==> config.mk <==
export PLATFORM = sky130hd
export DESIGN_NAME = kline_session_controller
export DESIGN_NICKNAME = d
export VERILOG_FILES = /design/src/kline_sc_pkg.sv /design/src/kline_sc_jobq.sv /design/src/kline_sc_front.sv /design/src/kline_sc_back.sv /design/src/kline_session_controller.sv
export SDC_FILE = /design/constraint.sdc
export NUM_CORES = 1
export LEC_CHECK = 0
export BUFFER_PORTS_ARGS = -buffer_cell sky130_fd_sc_hd__buf_2
export CAP_MARGIN = 20
export CORE_ASPECT_RATIO = 1.4
export CORE_MARGIN = 10
export CORE_UTILIZATION = 57
export CTS_CLUSTER_DIAMETER = 40
export DETAILED_ROUTE_END_ITERATION = 7
export PLACE_DENSITY_LB_ADDON = 0.12
export SLEW_MARGIN = 20
export SYNTH_ARGS = -nofsm -noshare
export SYNTH_HDL_FRONTEND = slang
export SYNTH_HIERARCHICAL = 1
export SYNTH_SLANG_ARGS = --single-unit
==> constraint.sdc <==
create_clock -name clock -period 8.36 [get_ports clock]
set_input_delay 0.418 -clock clock [delete_from_list [all_inputs] [get_ports clock]]
set_output_delay 0.418 -clock clock [all_outputs]
set_load 0.03 [all_outputs]
==> src/kline_sc_pkg.sv <==
// Shared types, constants and request tables of the K-line session controller.
package kline_sc_pkg;

   // Most request bytes sent on one tick.
   localparam int MAX_REQUEST_BYTES = 7;
   localparam int TXC_W = $clog2(MAX_REQUEST_BYTES + 1);

   // Job queue between the front and back parts.
   localparam int JOBQ_DEPTH = 4;
   localparam int JOBQ_PTR_W = $clog2(JOBQ_DEPTH);
   localparam int JOBQ_CNT_W = $clog2(JOBQ_DEPTH + 1);

   localparam int SENT_W = 3;
   localparam int CSR_INDEX_W = 3;
   localparam int CSR_DATA_W = 16;

   // Session states.
   localparam logic [1:0] ST_INIT    = 2'd0;
   localparam logic [1:0] ST_START   = 2'd1;
   localparam logic [1:0] ST_ACTIVE  = 2'd2;
   localparam logic [1:0] ST_STOPPED = 2'd3;

   // Input item kinds.
   localparam logic [1:0] KIND_TICK  = 2'd0;
   localparam logic [1:0] KIND_BYTE  = 2'd1;
   localparam logic [1:0] KIND_START = 2'd2;
   localparam logic [1:0] KIND_STOP  = 2'd3;

   // Configuration register indexes.
   localparam logic [CSR_INDEX_W-1:0] CSR_INIT_IDLE   = 3'd0;
   localparam logic [CSR_INDEX_W-1:0] CSR_PULSE       = 3'd1;
   localparam logic [CSR_INDEX_W-1:0] CSR_RSP_TIMEOUT = 3'd2;
   localparam logic [CSR_INDEX_W-1:0] CSR_FRAME_GAP   = 3'd3;
   localparam logic [CSR_INDEX_W-1:0] CSR_ERROR_LIMIT = 3'd4;

   // Request frames: start communication and read sensors.
   localparam logic [SENT_W-1:0] START_LEN = 3'd5;
   localparam logic [SENT_W-1:0] READ_LEN  = 3'd7;
   localparam logic [7:0] START_REQ [5] = '{8'h81, 8'h12, 8'hF1, 8'h81, 8'h05};
   localparam logic [7:0] READ_REQ  [7] = '{8'h80, 8'h12, 8'hF1, 8'h02, 8'h21, 8'h08, 8'hAE};

   // One accepted item, classified and ready to be expanded into results.
   typedef struct packed {
      logic [TXC_W-1:0]  tx_count;
      logic [SENT_W-1:0] tx_first;
      logic              read_req;
      logic              line_low;
      logic              data_valid;
      logic [7:0]        data_byte;
      logic              frame_done;
      logic              frame_good;
      logic              timed_out;
      logic [1:0]        state;
   } job_type;

   // One result item.
   typedef struct packed {
      logic       tx_valid;
      logic [7:0] tx_byte;
      logic       line_forced_low;
      logic       data_valid;
      logic [7:0] data_byte;
      logic       frame_done;
      logic       frame_good;
      logic       timed_out;
      logic [1:0] session_state;
      logic       last;
   } result_type;

   function automatic logic [7:0] request_byte(input logic read_sel,
                                               input logic [SENT_W-1:0] idx);
      logic [7:0] value;
      value = 8'h00;
      if (read_sel) begin
         if (idx < READ_LEN) value = READ_REQ[idx];
      end else if (idx < START_LEN) begin
         value = START_REQ[idx];
      end
      return value;
   endfunction

endpackage

==> src/kline_sc_jobq.sv <==
// Short job queue that decouples the classifying front from the result back.
module kline_sc_jobq (
   input  logic                 clock,
   input  logic                 reset,
   input  logic                 push,
   input  kline_sc_pkg::job_type push_job,
   output logic                 full,
   input  logic                 pop,
   output kline_sc_pkg::job_type head_job,
   output logic                 empty
);
   import kline_sc_pkg::*;

   job_type                slot_ff [JOBQ_DEPTH];
   logic [JOBQ_PTR_W-1:0]  wr_ptr_ff, wr_ptr_in;
   logic [JOBQ_PTR_W-1:0]  rd_ptr_ff, rd_ptr_in;
   logic [JOBQ_CNT_W-1:0]  count_ff, count_in;
   logic                   do_push, do_pop;

   assign full     = (count_ff == JOBQ_CNT_W'(JOBQ_DEPTH));
   assign empty    = (count_ff == '0);
   assign head_job = slot_ff[rd_ptr_ff];
   assign do_push  = push && !full;
   assign do_pop   = pop && !empty;

   always_comb begin
      wr_ptr_in = wr_ptr_ff;
      rd_ptr_in = rd_ptr_ff;
      count_in  = count_ff;
      if (do_push) begin
         wr_ptr_in = (wr_ptr_ff == JOBQ_PTR_W'(JOBQ_DEPTH - 1)) ? '0
                                                                : wr_ptr_ff + 1'b1;
      end
      if (do_pop) begin
         rd_ptr_in = (rd_ptr_ff == JOBQ_PTR_W'(JOBQ_DEPTH - 1)) ? '0
                                                                : rd_ptr_ff + 1'b1;
      end
      if (do_push && !do_pop) count_in = count_ff + 1'b1;
      else if (do_pop && !do_push) count_in = count_ff - 1'b1;
   end

   always_ff @(posedge clock) begin
      if (reset) begin
         wr_ptr_ff <= '0;
         rd_ptr_ff <= '0;
         count_ff  <= '0;
      end else begin
         wr_ptr_ff <= wr_ptr_in;
         rd_ptr_ff <= rd_ptr_in;
         count_ff  <= count_in;
      end
   end

   always_ff @(posedge clock) begin
      if (do_push) slot_ff[wr_ptr_ff] <= push_job;
   end

endmodule

==> src/kline_sc_front.sv <==
// Front part: configuration registers, session state and item classification.
module kline_sc_front (
   input  logic                                 clock,
   input  logic                                 reset,
   input  logic                                 csr_we,
   input  logic [kline_sc_pkg::CSR_INDEX_W-1:0] csr_index,
   input  logic [kline_sc_pkg::CSR_DATA_W-1:0]  csr_wdata,
   input  logic                                 item_valid,
   input  logic [1:0]                           kind,
   input  logic [7:0]                           rx_byte,
   output kline_sc_pkg::job_type                job
);
   import kline_sc_pkg::*;

   // Configuration.
   logic [15:0] init_idle_ff;
   logic [9:0]  pulse_ff;
   logic [15:0] timeout_ff;
   logic [15:0] gap_ticks_ff;
   logic [7:0]  error_limit_ff;

   // Session state.
   logic [1:0]        phase_ff, phase_in;
   logic [16:0]       elapsed_ff, elapsed_in;
   logic [15:0]       gap_ff, gap_in;
   logic [15:0]       idle_ff, idle_in;
   logic [SENT_W-1:0] sent_ff, sent_in;
   logic [8:0]        recv_ff, recv_in;
   logic [7:0]        flen_ff, flen_in;
   logic [7:0]        sum_ff, sum_in;
   logic [7:0]        mism_ff, mism_in;

   logic [16:0]       wake_end, pulse_end, t_low;
   logic [15:0]       gap_inc, idle_inc;
   logic [SENT_W-1:0] req_len;
   logic [TXC_W-1:0]  remain, burst;
   logic [8:0]        recv_inc, pos, frame_end;
   logic [7:0]        flen_eff, mism_inc;
   logic              clear_frame, wake_done;

   always_comb begin
      wake_end  = {1'b0, init_idle_ff} + {6'b0, pulse_ff, 1'b0};
      pulse_end = {1'b0, init_idle_ff} + {7'b0, pulse_ff};
      gap_inc   = (gap_ff == 16'hFFFF) ? gap_ff : gap_ff + 16'd1;
      idle_inc  = (idle_ff == 16'hFFFF) ? idle_ff : idle_ff + 16'd1;
      req_len   = (phase_ff == ST_START) ? START_LEN : READ_LEN;
      remain    = TXC_W'(req_len) - TXC_W'(sent_ff);
      burst     = (remain > TXC_W'(MAX_REQUEST_BYTES)) ? TXC_W'(MAX_REQUEST_BYTES) : remain;
      recv_inc  = (recv_ff == 9'h1FF) ? recv_ff : recv_ff + 9'd1;
      pos       = recv_inc - {6'b0, sent_ff};
      flen_eff  = (pos == 9'd4) ? rx_byte : flen_ff;
      frame_end = {1'b0, flen_eff} + 9'd5;
      mism_inc  = (mism_ff == 8'hFF) ? mism_ff : mism_ff + 8'd1;

      phase_in    = phase_ff;
      elapsed_in  = elapsed_ff;
      gap_in      = gap_ff;
      idle_in     = idle_ff;
      sent_in     = sent_ff;
      recv_in     = recv_ff;
      flen_in     = flen_ff;
      sum_in      = sum_ff;
      mism_in     = mism_ff;
      clear_frame = 1'b0;
      wake_done   = 1'b0;
      job         = '0;

      if (item_valid) begin
         case (kind)
            KIND_TICK: begin
               if (phase_ff == ST_INIT) begin
                  if (elapsed_ff >= wake_end) begin
                     clear_frame = 1'b1;
                     wake_done   = 1'b1;
                     phase_in    = ST_START;
                  end
                  if (elapsed_ff != 17'h1FFFF) elapsed_in = elapsed_ff + 17'd1;
               end else if (phase_ff inside {ST_START, ST_ACTIVE}) begin
                  gap_in       = gap_inc;
                  idle_in      = idle_inc;
                  job.read_req = (phase_ff == ST_ACTIVE);
                  if (sent_ff < req_len && gap_inc >= gap_ticks_ff) begin
                     job.tx_count = burst;
                     job.tx_first = sent_ff;
                     sent_in      = sent_ff + SENT_W'(burst);
                  end
                  if (idle_inc > timeout_ff) begin
                     clear_frame   = 1'b1;
                     job.timed_out = 1'b1;
                     if (phase_ff == ST_START) begin
                        phase_in   = ST_INIT;
                        elapsed_in = '0;
                     end else begin
                        phase_in = ST_START;
                     end
                  end
               end
            end
            KIND_BYTE: begin
               if (phase_ff inside {ST_START, ST_ACTIVE}) begin
                  idle_in = '0;
                  recv_in = recv_inc;
                  // Bytes up to the number sent are our own echo.
                  if (recv_inc > {6'b0, sent_ff}) begin
                     if (pos == 9'd4) flen_in = rx_byte;
                     if (phase_ff == ST_ACTIVE) begin
                        job.data_valid = 1'b1;
                        job.data_byte  = rx_byte;
                     end
                     if (pos < frame_end) begin
                        sum_in = sum_ff + rx_byte;
                     end else if (pos == frame_end) begin
                        job.frame_done = 1'b1;
                        job.frame_good = (sum_ff == rx_byte);
                        clear_frame    = 1'b1;
                        if (phase_ff == ST_START) begin
                           if (sum_ff == rx_byte) begin
                              phase_in = ST_ACTIVE;
                           end else begin
                              phase_in   = ST_INIT;
                              elapsed_in = '0;
                           end
                        end else if (sum_ff == rx_byte) begin
                           mism_in = '0;
                        end else begin
                           mism_in = mism_inc;
                           if (mism_inc >= error_limit_ff) phase_in = ST_START;
                        end
                     end
                  end
               end
            end
            KIND_START: begin
               if (phase_ff == ST_STOPPED) begin
                  phase_in   = ST_INIT;
                  elapsed_in = '0;
               end
            end
            KIND_STOP: begin
               phase_in = ST_STOPPED;
            end
            default: ;
         endcase
      end

      if (clear_frame) begin
         sent_in = '0;
         recv_in = '0;
         flen_in = '0;
         sum_in  = '0;
         idle_in = '0;
         gap_in  = '0;
      end
      // After the wake pattern the inter-frame gap counts as already elapsed.
      if (wake_done) gap_in = 16'hFFFF;

      t_low        = elapsed_in - 17'd1;
      job.line_low = (phase_in == ST_INIT) && (elapsed_in != '0) &&
                     (t_low >= {1'b0, init_idle_ff}) && (t_low < pulse_end);
      job.state    = phase_in;
   end

   always_ff @(posedge clock) begin
      if (reset) begin
         init_idle_ff   <= 16'd6000;
         pulse_ff       <= 10'd25;
         timeout_ff     <= 16'd500;
         gap_ticks_ff   <= 16'd200;
         error_limit_ff <= 8'd5;
      end else if (csr_we) begin
         case (csr_index)
            CSR_INIT_IDLE:   init_idle_ff   <= csr_wdata;
            CSR_PULSE:       pulse_ff       <= csr_wdata[9:0];
            CSR_RSP_TIMEOUT: timeout_ff     <= csr_wdata;
            CSR_FRAME_GAP:   gap_ticks_ff   <= csr_wdata;
            CSR_ERROR_LIMIT: error_limit_ff <= csr_wdata[7:0];
            default: ;
         endcase
      end
   end

   always_ff @(posedge clock) begin
      if (reset) begin
         phase_ff   <= ST_STOPPED;
         elapsed_ff <= '0;
         gap_ff     <= '0;
         idle_ff    <= '0;
         sent_ff    <= '0;
         recv_ff    <= '0;
         flen_ff    <= '0;
         sum_ff     <= '0;
         mism_ff    <= '0;
      end else begin
         phase_ff   <= phase_in;
         elapsed_ff <= elapsed_in;
         gap_ff     <= gap_in;
         idle_ff    <= idle_in;
         sent_ff    <= sent_in;
         recv_ff    <= recv_in;
         flen_ff    <= flen_in;
         sum_ff     <= sum_in;
         mism_ff    <= mism_in;
      end
   end

endmodule

==> src/kline_sc_back.sv <==
// Back part: expands each job into result items and holds the output register.
module kline_sc_back (
   input  logic                    clock,
   input  logic                    reset,
   input  kline_sc_pkg::job_type   job,
   input  logic                    job_empty,
   output logic                    job_pop,
   output kline_sc_pkg::result_type rsp,
   output logic                    rsp_empty,
   input  logic                    rsp_pop
);
   import kline_sc_pkg::*;

   logic             out_valid_ff, out_valid_in;
   result_type       out_ff, out_in;
   logic [TXC_W-1:0] k_ff, k_in;
   logic [TXC_W-1:0] n_res;
   logic             advance, emit, is_last;

   assign advance   = !out_valid_ff || rsp_pop;
   assign emit      = advance && !job_empty;
   assign n_res     = (job.tx_count == '0) ? TXC_W'(1) : job.tx_count;
   assign is_last   = (k_ff == n_res - TXC_W'(1));
   assign job_pop   = emit && is_last;
   assign rsp       = out_ff;
   assign rsp_empty = !out_valid_ff;

   always_comb begin
      out_in.tx_valid        = (job.tx_count != '0);
      out_in.tx_byte         = out_in.tx_valid ?
                               request_byte(job.read_req, job.tx_first + SENT_W'(k_ff)) : 8'h00;
      out_in.line_forced_low = job.line_low;
      out_in.data_valid      = job.data_valid;
      out_in.data_byte       = job.data_byte;
      out_in.frame_done      = job.frame_done;
      out_in.frame_good      = job.frame_good;
      out_in.timed_out       = job.timed_out && is_last;
      out_in.session_state   = job.state;
      out_in.last            = is_last;

      out_valid_in = emit || (out_valid_ff && !rsp_pop);
      k_in         = k_ff;
      if (emit) k_in = is_last ? '0 : k_ff + 1'b1;
   end

   always_ff @(posedge clock) begin
      if (reset) begin
         out_valid_ff <= 1'b0;
         k_ff         <= '0;
      end else begin
         out_valid_ff <= out_valid_in;
         k_ff         <= k_in;
      end
   end

   always_ff @(posedge clock) begin
      if (emit) out_ff <= out_in;
   end

endmodule

==> src/kline_session_controller.sv <==
// Top level of the K-line fast-init diagnostic session controller.
//
// Input queue side: req_kind and req_rx_byte carry one event (millisecond tick,
// received line byte, start, stop); a transfer happens on a clock edge with
// req_push high and req_full low. Result queue side: while rsp_empty is low the
// oldest result sits on the rsp_ ports and a transfer happens on an edge with
// rsp_pop high. Every event yields one result; a tick that releases a request
// burst yields one result per request byte, up to seven, and rsp_last marks the
// final result of each event. Configuration registers are written through
// csr_we, csr_index and csr_wdata; the user must write them only while the
// block is idle, which the block itself does not enforce. An event's job passes
// the job queue and then the output register before its first result reaches
// the rsp_ ports. Throughput: one event per cycle is taken while req_full is
// low; the back part emits one result per cycle while the receiver keeps taking
// results, so a burst tick occupies it until all its bytes are out. The
// four-entry job queue between front and back absorbs such bursts, and req_full
// rises once it fills. When the receiver stalls, the held result stays on the
// ports, the job queue fills and then req_full holds off new events. Reset
// (synchronous, active high) restores register defaults, enters the stopped state and empties both queues.
module kline_session_controller (
   input  logic                                 clock,
   input  logic                                 reset,
   input  logic                                 req_push,
   output logic                                 req_full,
   input  logic [1:0]                           req_kind,
   input  logic [7:0]                           req_rx_byte,
   output logic                                 rsp_empty,
   input  logic                                 rsp_pop,
   output logic                                 rsp_tx_valid,
   output logic [7:0]                           rsp_tx_byte,
   output logic                                 rsp_line_forced_low,
   output logic                                 rsp_data_valid,
   output logic [7:0]                           rsp_data_byte,
   output logic                                 rsp_frame_done,
   output logic                                 rsp_frame_good,
   output logic                                 rsp_timed_out,
   output logic [1:0]                           rsp_session_state,
   output logic                                 rsp_last,
   input  logic                                 csr_we,
   input  logic [kline_sc_pkg::CSR_INDEX_W-1:0] csr_index,
   input  logic [kline_sc_pkg::CSR_DATA_W-1:0]  csr_wdata
);
   import kline_sc_pkg::*;

   job_type    front_job, head_job;
   result_type result;
   logic       q_full, q_empty, q_pop, accept;

   // An event is taken whenever the job queue has room.
   assign accept   = req_push && !q_full;
   assign req_full = q_full;

   // The front updates the session state and emits one job per accepted event.
   kline_sc_front u_front (
      .clock      (clock),
      .reset      (reset),
      .csr_we     (csr_we),
      .csr_index  (csr_index),
      .csr_wdata  (csr_wdata),
      .item_valid (accept),
      .kind       (req_kind),
      .rx_byte    (req_rx_byte),
      .job        (front_job)
   );

   kline_sc_jobq u_jobq (
      .clock    (clock),
      .reset    (reset),
      .push     (accept),
      .push_job (front_job),
      .full     (q_full),
      .pop      (q_pop),
      .head_job (head_job),
      .empty    (q_empty)
   );

   // The back turns each job into its results and holds the output register.
   kline_sc_back u_back (
      .clock     (clock),
      .reset     (reset),
      .job       (head_job),
      .job_empty (q_empty),
      .job_pop   (q_pop),
      .rsp       (result),
      .rsp_empty (rsp_empty),
      .rsp_pop   (rsp_pop)
   );

   assign rsp_tx_valid        = result.tx_valid;
   assign rsp_tx_byte         = result.tx_byte;
   assign rsp_line_forced_low = result.line_forced_low;
   assign rsp_data_valid      = result.data_valid;
   assign rsp_data_byte       = result.data_byte;
   assign rsp_frame_done      = result.frame_done;
   assign rsp_frame_good      = result.frame_good;
   assign rsp_timed_out       = result.timed_out;
   assign rsp_session_state   = result.session_state;
   assign rsp_last            = result.last;

endmodule

== Word level (Yosys, flattened, before mapping) ==
Memory sizes are Yosys's and may differ from the RTL's. A register that Yosys moved wholly into a read port is not among the register bits.
Cells that the tools add are included.

* Latch bits: 0
* Memory bits (read-only): 128
* Output and inout bits: 27
* Bits in writable memories: 88
* Memories kept: 3
* Word-level logic and storage cells: 235
* Register bits after elaboration: 189

{| class="wikitable"
|+ Memories
! name !! words !! bits a word !! read ports !! clocked after Yosys merged registers in !! wr ports !! line !! source
|-
| u_jobq.slot_ff || 4 || 22 || 1 || 1 || 1 || kline_sc_jobq.sv:14 || <nowiki>job_type slot_ff [JOBQ_DEPTH];</nowiki>
|-
| (name not given) || 8 || 8 || 1 || 0 || 0 || kline_sc_pkg.sv:77 || <nowiki>value = START_REQ[idx];</nowiki>
|-
| (name not given) || 8 || 8 || 1 || 0 || 0 || kline_sc_pkg.sv:75 || <nowiki>if (idx < READ_LEN) value = READ_REQ[idx];</nowiki>
|}

* Divide/modulo/power cells: 0
* $lt $le $gt $ge: 13
* Mux-type cells: 92
* Reductions and logical operators: 48
* Add/subtract/negate cells: 20
* Bitwise logic cells: 4
* $mul: 0
* Eq/ne operators: 26
* Shift-type cells: 0

{| class="wikitable"
|+ Operator list
! kind !! count
|-
| two-way mux 17 bit || 13
|-
| two-way mux 16 bit || 11
|-
| two-way mux 8 bit || 10
|-
| one-hot mux 17 bit (3 select lines) || 1
|-
| two-way mux 2 bit || 21
|-
| two-way mux 11 bit || 3
|-
| adder 16 x 1 -> 16 bit (second input constant) || 2
|-
| == test 16 bit (second input constant) || 2
|-
| one-hot mux 16 bit (2 select lines) || 1
|-
| two-way mux 7 bit || 4
|-
| two-way mux 9 bit || 2
|-
| adder 16 x 10 -> 17 bit || 1
|-
| adder 16 x 11 -> 17 bit || 1
|-
| adder 17 x 1 -> 17 bit (second input constant) || 1
|-
| >= comparator 17 x 16 -> 1 bit || 1
|-
| >= comparator 17 bit || 1
|-
| less-than comparator 17 bit || 1
|-
| two-way mux 1 bit || 17
|-
| inequality test 17 bit (second input constant) || 1
|-
| nonzero test 17 bit || 1
|-
| subtractor 17 x 1 -> 17 bit (second input constant) || 1
|-
| >= comparator 16 bit || 1
|-
| greater-than comparator 16 bit || 1
|-
| two-way mux 3 bit || 5
|-
| other kinds (50) || 100
|}

== Logic depth before layout (Yosys ltp) ==
Gate-level depths: netlist (run 1).

* Word-level depth: 17
* Depth in mapped cells: 43

== By module ==
Netlist (run 1), hierarchy kept.

{| class="wikitable"
|+ By module, submodules not included
! module !! instances !! cells an instance !! sequential area each (sq um) !! area each (sq um)
|-
| kline_sc_front || 1 || 1610 || 3062.9 || 12319.3
|-
| kline_sc_jobq || 1 || 164 || 2822.7 || 3663.5
|-
| kline_sc_back || 1 || 99 || 830.8 || 1351.3
|-
| kline_session_controller || 1 || 1 || 0.0 || 13.8
|}

== Least setup slack after synthesis (run 1) ==
Ideal clock, no wire load.

* Path kind: register to register
* From: reg u_front.recv_ff[0]
* To: mem u_jobq/slot_ff[0][14] (netlist name), data pin
* Slack: -0.215 ns
* Arrival: 8.428 ns
* Cell stages (with the launch flop): 43
* Path through: dfxtp_1 ha_1 and4_1 buf_4 nand3_1 xnor2_1 ha_1 inv_1 fa_1 a21oi_1 nand2b_1 a2111oi_2 xnor2_1 a2111oi_4 buf_4 mux2i_1 inv_1 ha_1 (+7 left out) o211a_4 nor2_4 buf_6 a221oi_2 ha_1 inv_1 a221oi_1 nand2_1 nor2_1 xor2_1 ha_1 a21o_1 a21o_1 a21oi_1 o211ai_1 or3_1 a311oi_1 o31a_1

{| class="wikitable"
|+ RTL lines
! element !! line !! source
|-
| from (decl) || kline_sc_front.sv:28 || <nowiki>logic [8:0] recv_ff, recv_in;</nowiki>
|-
| from (signal assigned) || kline_sc_front.sv:199 || <nowiki>recv_ff <= recv_in;</nowiki>
|-
| to (decl) || kline_sc_jobq.sv:14 ||
|}

==> results of run 1 <==
-- worst register-to-register path, delay by kind of cell (launching register included) --
family	cells	cell delay, ps
XOR/XNOR	3	500
buffers and inverters	4	500
adder cells (fa/ha/maj)	6	1520
multiplexers	1	330
AO/OA/AOI/OAI	12	2440
flip-flops	1	350
AND/OR/NAND/NOR	12	2230
-- power groups by stage --
stage / Clock (uW) / Sequential, uW / Combinational [uW]
finish: 1630 / 1660 / 887
global placement: 0 / 1680 / 871
floorplan: 0 / 1810 / 526
global route: 1720 / 1670 / 975
CTS: 1660 / 1660 / 892
detailed placement: 0 / 1690 / 887
-- area by class of cell --
type | instances | area [um2]
clock inverters | 23 | 299
fillers | 2461 | 10200
clock buffers | 44 | 973
repair buffers | 123 | 779
well taps | 385 | 482
inverters | 113 | 443
flip-flops and latches | 279 | 6720
multi-input cells | 1408 | 10100
-- flip-flops by register name, indices dropped and copies added, names as in the netlist, named ones only --
| signal | flops |
|---|---|
| u_front/idle_ff | 16 |
| u_front/gap_ticks_ff | 16 |
| u_front/sum_ff | 8 |
| u_front/phase_ff | 2 |
| u_front/timeout_ff | 16 |
| u_jobq/count_ff | 3 |
| u_jobq/wr_ptr_ff | 2 |
| u_jobq/slot_ff | 88 |
| u_back/k_ff | 3 |
| u_back/out_valid_ff | 1 |
| u_front/mism_ff | 8 |
| u_front/gap_ff | 16 |
| u_front/recv_ff | 9 |
| u_front/pulse_ff | 10 |
| u_jobq/rd_ptr_ff | 2 |
| u_front/init_idle_ff | 16 |
| u_front/sent_ff | 3 |
| u_front/flen_ff | 8 |
| u_back/rsp | 25 |
| u_front/error_limit_ff | 8 |
| u_front/elapsed_ff | 17 |
-- cell usage after synthesis, types with 11 or more instances --
master,number,share of area
o21ai_0,45,0.013
or3_1,16,0.0058
o21bai_1,12,0.0052
nand2b_1,21,0.0076
xor2_1,35,0.018
xnor2_1,70,0.035
ha_1,158,0.11
a31oi_1,16,0.0058
and3_1,37,0.013
or2_2,12,0.0043
a21o_1,27,0.012
dfxtp_1,166,0.19
a22oi_1,11,0.0048
nor2_1,142,0.031
a211oi_1,11,0.0048
mux2i_1,23,0.013
and2_1,16,0.0058
nand4_1,29,0.010
nor3_1,37,0.011
a21oi_1,163,0.047
clkbuf_1,57,0.012
nand3_1,69,0.020
nor2b_1,16,0.0058
o21a_1,19,0.0082
nand2_1,234,0.051
mux4_2,22,0.029
edfxtp_1,113,0.20
nand3b_1,19,0.0082
inv_1,109,0.024
-- repair_timing --
item | CTS | global route
setup buffers | 5 | 14
pin swaps | 3 | 17
resized for setup | 8 | 34
endpoints found under the setup margin | 4 | 4
hold endpoints to repair | 0 | 0
-- routing by layer --
layer  global-route usage  vias up  part of all wire
met2                0.410      337              0.52
met3               0.0296       88             0.041
li1                     -     6915                 -
met1                0.249     6711              0.40
met4               0.0906        0             0.033
met5                    0        -                 0
-- kinds of logic after synthesis --
family                     Yosys count  synth area share
buffers and inverters              187            0.0444
DFF                                279             0.387
adders and majority gates          165             0.122
xor gates and xnor gates           106            0.0544
and+or+nand+nor                    696             0.199
muxes                               56            0.0492
other                                1          0.000216
AOI/OAI and AO/OA                  384             0.144
-- worst max path at each step --
stage	cells after the start	startpoint	end	slack (ps)
2_1_floorplan	42	u_front/recv_ff[0]	u_jobq/slot_ff[0][14]	40
3_3_place_gp	38	u_front/recv_ff[0]	u_jobq/slot_ff[0][14]	70
3_5_place_dp	38	u_front/recv_ff[1]	u_jobq/slot_ff[3][14]	-230
4_1_cts	38	u_front/recv_ff[1]	u_jobq/slot_ff[0][14]	2
5_1_grt	39	u_front/recv_ff[0]	u_jobq/slot_ff[0][14]	-70
6_report	38	u_front/recv_ff[0]	u_jobq/slot_ff[0][14]	340
-- through the flow --
| step | hold slack [ps] | setup WS (ps) |
|---|---|---|
| 2_1_floorplan | 436 | 37.4 |
| 3_3_place_gp | 443 | 66.7 |
| 3_5_place_dp | 447 | -234 |
| 4_1_cts | 144 | 2.34 |
| 5_1_grt | 159 | -70.2 |
| 6_report | 164 | 342 |
==> out/results.txt, run 1 <==
Final GP Congestion = 0.920
Crit path time final = 8020 ps
YS warnings = 6
CTS tree = built
Cell variety after synth = 101
Largest stage delay, worst path = 390 ps
Layout Skew = 31.7 ps
Max Slew Vio Count = 0
Detailed Route WL = 43.1 mm
Boundary pin count = 61
Max_cap viols = 0
Worst slew margin = 0.287
Root buffer cell = clkbuf_16
Setup Viol. Count Final = 0
PnR Total Power = 4170 uW
Post-DP Area = 18200 um2
Hold Path Class = input port to flop
Final net count = 2161
Global-route wire length before repair = 69.6 mm
Clk pin slew, worst setup/hold paths = 60 ps
Fin area = 19800 um2
Worst endpoint required time = 8700 ps
Clock buffer depth = 3
Via Count = 14100
Drt drc = 0
Number of port buffers = 60
Status = finished, final reports clean
Clock share of power = 0.391
Via/cell ratio = 5.92
Crit end category = flop
Commonest non-fill, non-tap cell in the layout = nand2_1
Initial Utilization = 0.578
Syn Inst Count = 1874
Critical path's slowest cell = or3_4
Leakage = 0.00800 uW
Family with the most delay on the worst path = compound AO/OA/AOI/OAI gates
GRT overflow = 0
Switching Share = 0.298
Fin Setup TNS = 0 ps
Buffer and inverter count on the worst path = 4
Syn_nets = 2073
Fraction of registers with async set/reset = 0
Logic pwr share = 0.213
Die W = 167 um
Die H = 226 um
Worst Reg-to-Reg Cells = 38
Final HPWL DP = 31.4 mm
Post-synth EDFFs = 113
Fin. Hold Viols = 0
Crit-path max FO = 11
Final Core Density = 0.659
N_diodes = 0
Largest net degree at the start of global routing = 86
Top FF cell, synth = dfxtp_1
Startpoint Class = flop
WS Path Type = flop to flop
Row count = 75
Least-Margin Pin Slew = 1070 ps
Area grow syn2layout = 14.1%
H-tree level count = 2
Flops & latches, synth = 279
HP Start = csr_wdata[11]
Most frequent cells in the layout = nand2_1 (233), dfxtp_1 (164), a21oi_1 (161), ha_1 (153), nor2_1 (140)
Avg WL per Cell = 18.1 um
Hold buffers post-CTS = 0
Hold Path Sink = u_front/timeout_ff[11]
R2r setup slk = 340 ps
Fin cells = 2375
Post-Syn Area per Cell = 9.26 um2
Power share of the sequential group = 0.397
Worst IR Drop VDD = 0.152 mV
Worst-Skew Late Latency = 530 ps
P per Cell Area = 211 nW/um2
Sink Count = 279
FMAX = 125 MHz
Post-synthesis sequential area ratio = 0.387
Placed cell count = 2289
Switch Pwr = 1240 uW
Final ANT Viol Nets = 0
Mapped Area = 17300 um2
DRT Pass-1 Iters = 5
Period Utilization, post-route = 0.959
Die area = 37900 um2
Hold path depth = 3
P_int = 2930 uW
Share of layout cells above drive strength 1 = 0.151
Crit path arrival time = 8360 ps
Worst R2R End = u_jobq/slot_ff[0][14]
Vias in the first global route = 13900
Initial antenna violation count = 0
Total core area = 30000 um2
Starting DRT DRC Count = 816
FF-to-FF Start = u_front/recv_ff[0]
Total CTS buffers = 37
Gr usage total = 0.221
No activity file was read; power rests on OpenSTA's default activity.
==> inputs of run 2 (changes only) <==
Settings changed: BUFFER_PORTS_ARGS -buffer_cell sky130_fd_sc_hd__buf_2 to -buffer_cell sky130_fd_sc_hd__buf_4, CORE_MARGIN 10 to 2, SKIP_LAST_GASP set to 1.
==> out/results.txt, run 2 (synthesis results as in run 1) <==
Drt drc = 0 (unchanged)
Sink Count = 279 (unchanged)
Worst Setup SP = u_front/recv_ff[1] (was u_front/recv_ff[0])
Crit path arrival time = 8700 ps (was 8360 ps)
FMAX = 120 MHz (was 125 MHz)
Clk pin slew, worst setup/hold paths = 60 ps (about the same)
Die W = 151 um (was 167 um)
Die area = 31900 um2 (was 37900 um2)
Filler cells = 2439 (was 2461)
Largest register by flop count = u_jobq/slot_ff (unchanged)
Leakage = 0.00807 uW (was 0.00800 uW)
Worst slew margin = 0.436 (was 0.287)
Boundary pin count = 61 (unchanged)
Largest net degree at the start of global routing = 79 (was 86)
Gr usage total = 0.271 (was 0.221)
Worst IR Drop VDD = 0.138 mV (was 0.152 mV)
Buffer and inverter count on the worst path = 6 (was 4)
N_diodes = 0 (unchanged)
Max Slew Vio Count = 0 (unchanged)
Startpoint Class = flop (unchanged)
Family with the most delay on the worst path = compound AO/OA/AOI/OAI gates (unchanged)
Initial Utilization = 0.580 (was 0.578)
Crit path time final = 8340 ps (was 8020 ps)
Area grow syn2layout = 15.3% (was 14.1%)
Worst Reg-to-Reg Cells = 42 (was 38)
P per Cell Area = 206 nW/um2 (was 211 nW/um2)
Final Core Density = 0.668 (was 0.659)
Max_cap viols = 0 (unchanged)
H-tree level count = 2 (unchanged)
Max FFs per register = 88 (unchanged)
Avg WL per Cell = 18.1 um (about the same)
GRT overflow = 0 (unchanged)
Fin Hold WS = 133 ps (was 164 ps)
Fin. Hold Viols = 0 (unchanged)
Crit end category = flop (unchanged)
Row count = 75 (unchanged)
DRT Pass-1 Iters = 5 (unchanged)
Worst-Skew Late Latency = 540 ps (was 530 ps)
Largest stage delay, worst path = 380 ps (was 390 ps)
Detailed Route WL = 43.2 mm (was 43.1 mm)
Worst endpoint required time = 8710 ps (was 8700 ps)
Vias in the first global route = 13800 (was 13900)
Hold Path Class = input port to flop (unchanged)
Worst R2R End = u_jobq/slot_ff[0][14] (unchanged)
Initial antenna violation count = 0 (unchanged)
Crit-path most repeated cell = xnor2_2
Most frequent cells in the layout = nand2_1 (233), dfxtp_1 (164), a21oi_1 (160), ha_1 (153), nor2_1 (138) (was nand2_1 (233), dfxtp_1 (164), a21oi_1 (161), ha_1 (153), nor2_1 (140))
Via Count = 14000 (was 14100)
Via/cell ratio = 5.90 (was 5.92)
Total core area = 29900 um2 (was 30000 um2)
Fin Setup TNS = 0 ps (unchanged)
WS Path Type = flop to flop (unchanged)
Critical Path End = u_jobq/slot_ff[0][14] (unchanged)
Unrepaired setup endpoints after global routing = true
Commonest non-fill, non-tap cell in the layout = nand2_1 (unchanged)
Root buffer cell = clkbuf_16 (unchanged)
Die H = 210 um (was 226 um)
Number of port buffers = 60 (unchanged)
FF-to-FF Start = u_front/recv_ff[1] (was u_front/recv_ff[0])
PnR Total Power = 4130 uW (was 4170 uW)
Period Utilization, post-route = 0.998 (was 0.959)
Critical path's slowest cell = or3_1 (was or3_4)
Final GP Congestion = 0.903 (was 0.920)
CTS tree = built (unchanged)
Setup Viol. Count Final = 0 (unchanged)
Starting DRT DRC Count = 768 (was 816)
Final net count = 2166 (was 2161)
Final ANT Viol Nets = 0 (unchanged)
Fin area = 20000 um2 (was 19800 um2)
Levels on crit path = 42 (was 38)
Least-Margin Pin Slew = 840 ps (was 1070 ps)
Share of layout cells above drive strength 1 = 0.156 (was 0.151)
Post-DP Area = 18300 um2 (was 18200 um2)
Layout Skew = 20.1 ps (was 31.7 ps)
Final HPWL DP = 31.2 mm (was 31.4 mm)
R2r setup slk = 20 ps (was 340 ps)
Clock buffer depth = 3 (unchanged)
Total CTS buffers = 36 (was 37)
Crit-path max FO = 4 (was 11)
Global-route wire length before repair = 69.0 mm (was 69.6 mm)
Status = finished, final reports clean (unchanged)
run 2: per-stage QoR:
step	worst slack [ps]	std cells
floorplan	37.4	1874
global placement	57.1	2286
detailed placement	-198	2286
CTS	3.47	2354
global route	-354	2379
finish	17.0	2379
run 2: timing repair:
| action | 4_1_cts | 5_1_grt |
|---|---|---|
| cloned | 0 | 1 |
| hold buffers | 0 | 0 |
| gates resized for setup | 4 | 49 |
| setup endpoints to repair | 4 | 4 |
| setup buffers | 3 | 24 |
| pin swaps | 4 | 46 |
run 2: layout make-up:
| cell class | instances | area (um2) | area share |
|---|---|---|---|
| multi-input cells | 1408 | 10200 | 0.508 |
| flip-flops and latches | 279 | 6720 | 0.336 |
| repair buffers | 129 | 1000 | 0.0501 |
| clock buffers | 41 | 961 | 0.0481 |
| well taps | 385 | 482 | 0.0241 |
| inverters | 113 | 445 | 0.0223 |
| clock inverters | 24 | 231 | 0.0116 |
run 2: routing by layer:
metal | vias up | global-route usage | routed length, um
li1 | 6910 | - | -
met1 | 6715 | 0.311 | 17200
met2 | 325 | 0.504 | 22900
met5 | - | 0 | 0
met3 | 94 | 0.0325 | 1560
met4 | 0 | 0.109 | 1520
run 2: power breakdown:
part | internal (uW) | switching [uW] | leakage [uW]
clock | 907 | 629 | 0.000576
sequential | 1600 | 56.7 | 0.00244
combinational | 360 | 569 | 0.00505
run 2: worst min path at each step:
stage | from | depth (start not counted) | to
floorplan | u_front/error_limit_ff[1] | 2 | u_front/error_limit_ff[1]
global placement | u_front/timeout_ff[3] | 2 | u_front/timeout_ff[3]
detailed placement | u_front/gap_ticks_ff[1] | 2 | u_front/gap_ticks_ff[1]
CTS | csr_wdata[10] | 2 | u_front/init_idle_ff[10]
global route | csr_wdata[10] | 2 | u_front/init_idle_ff[10]
finish | csr_wdata[10] | 2 | u_front/init_idle_ff[10]
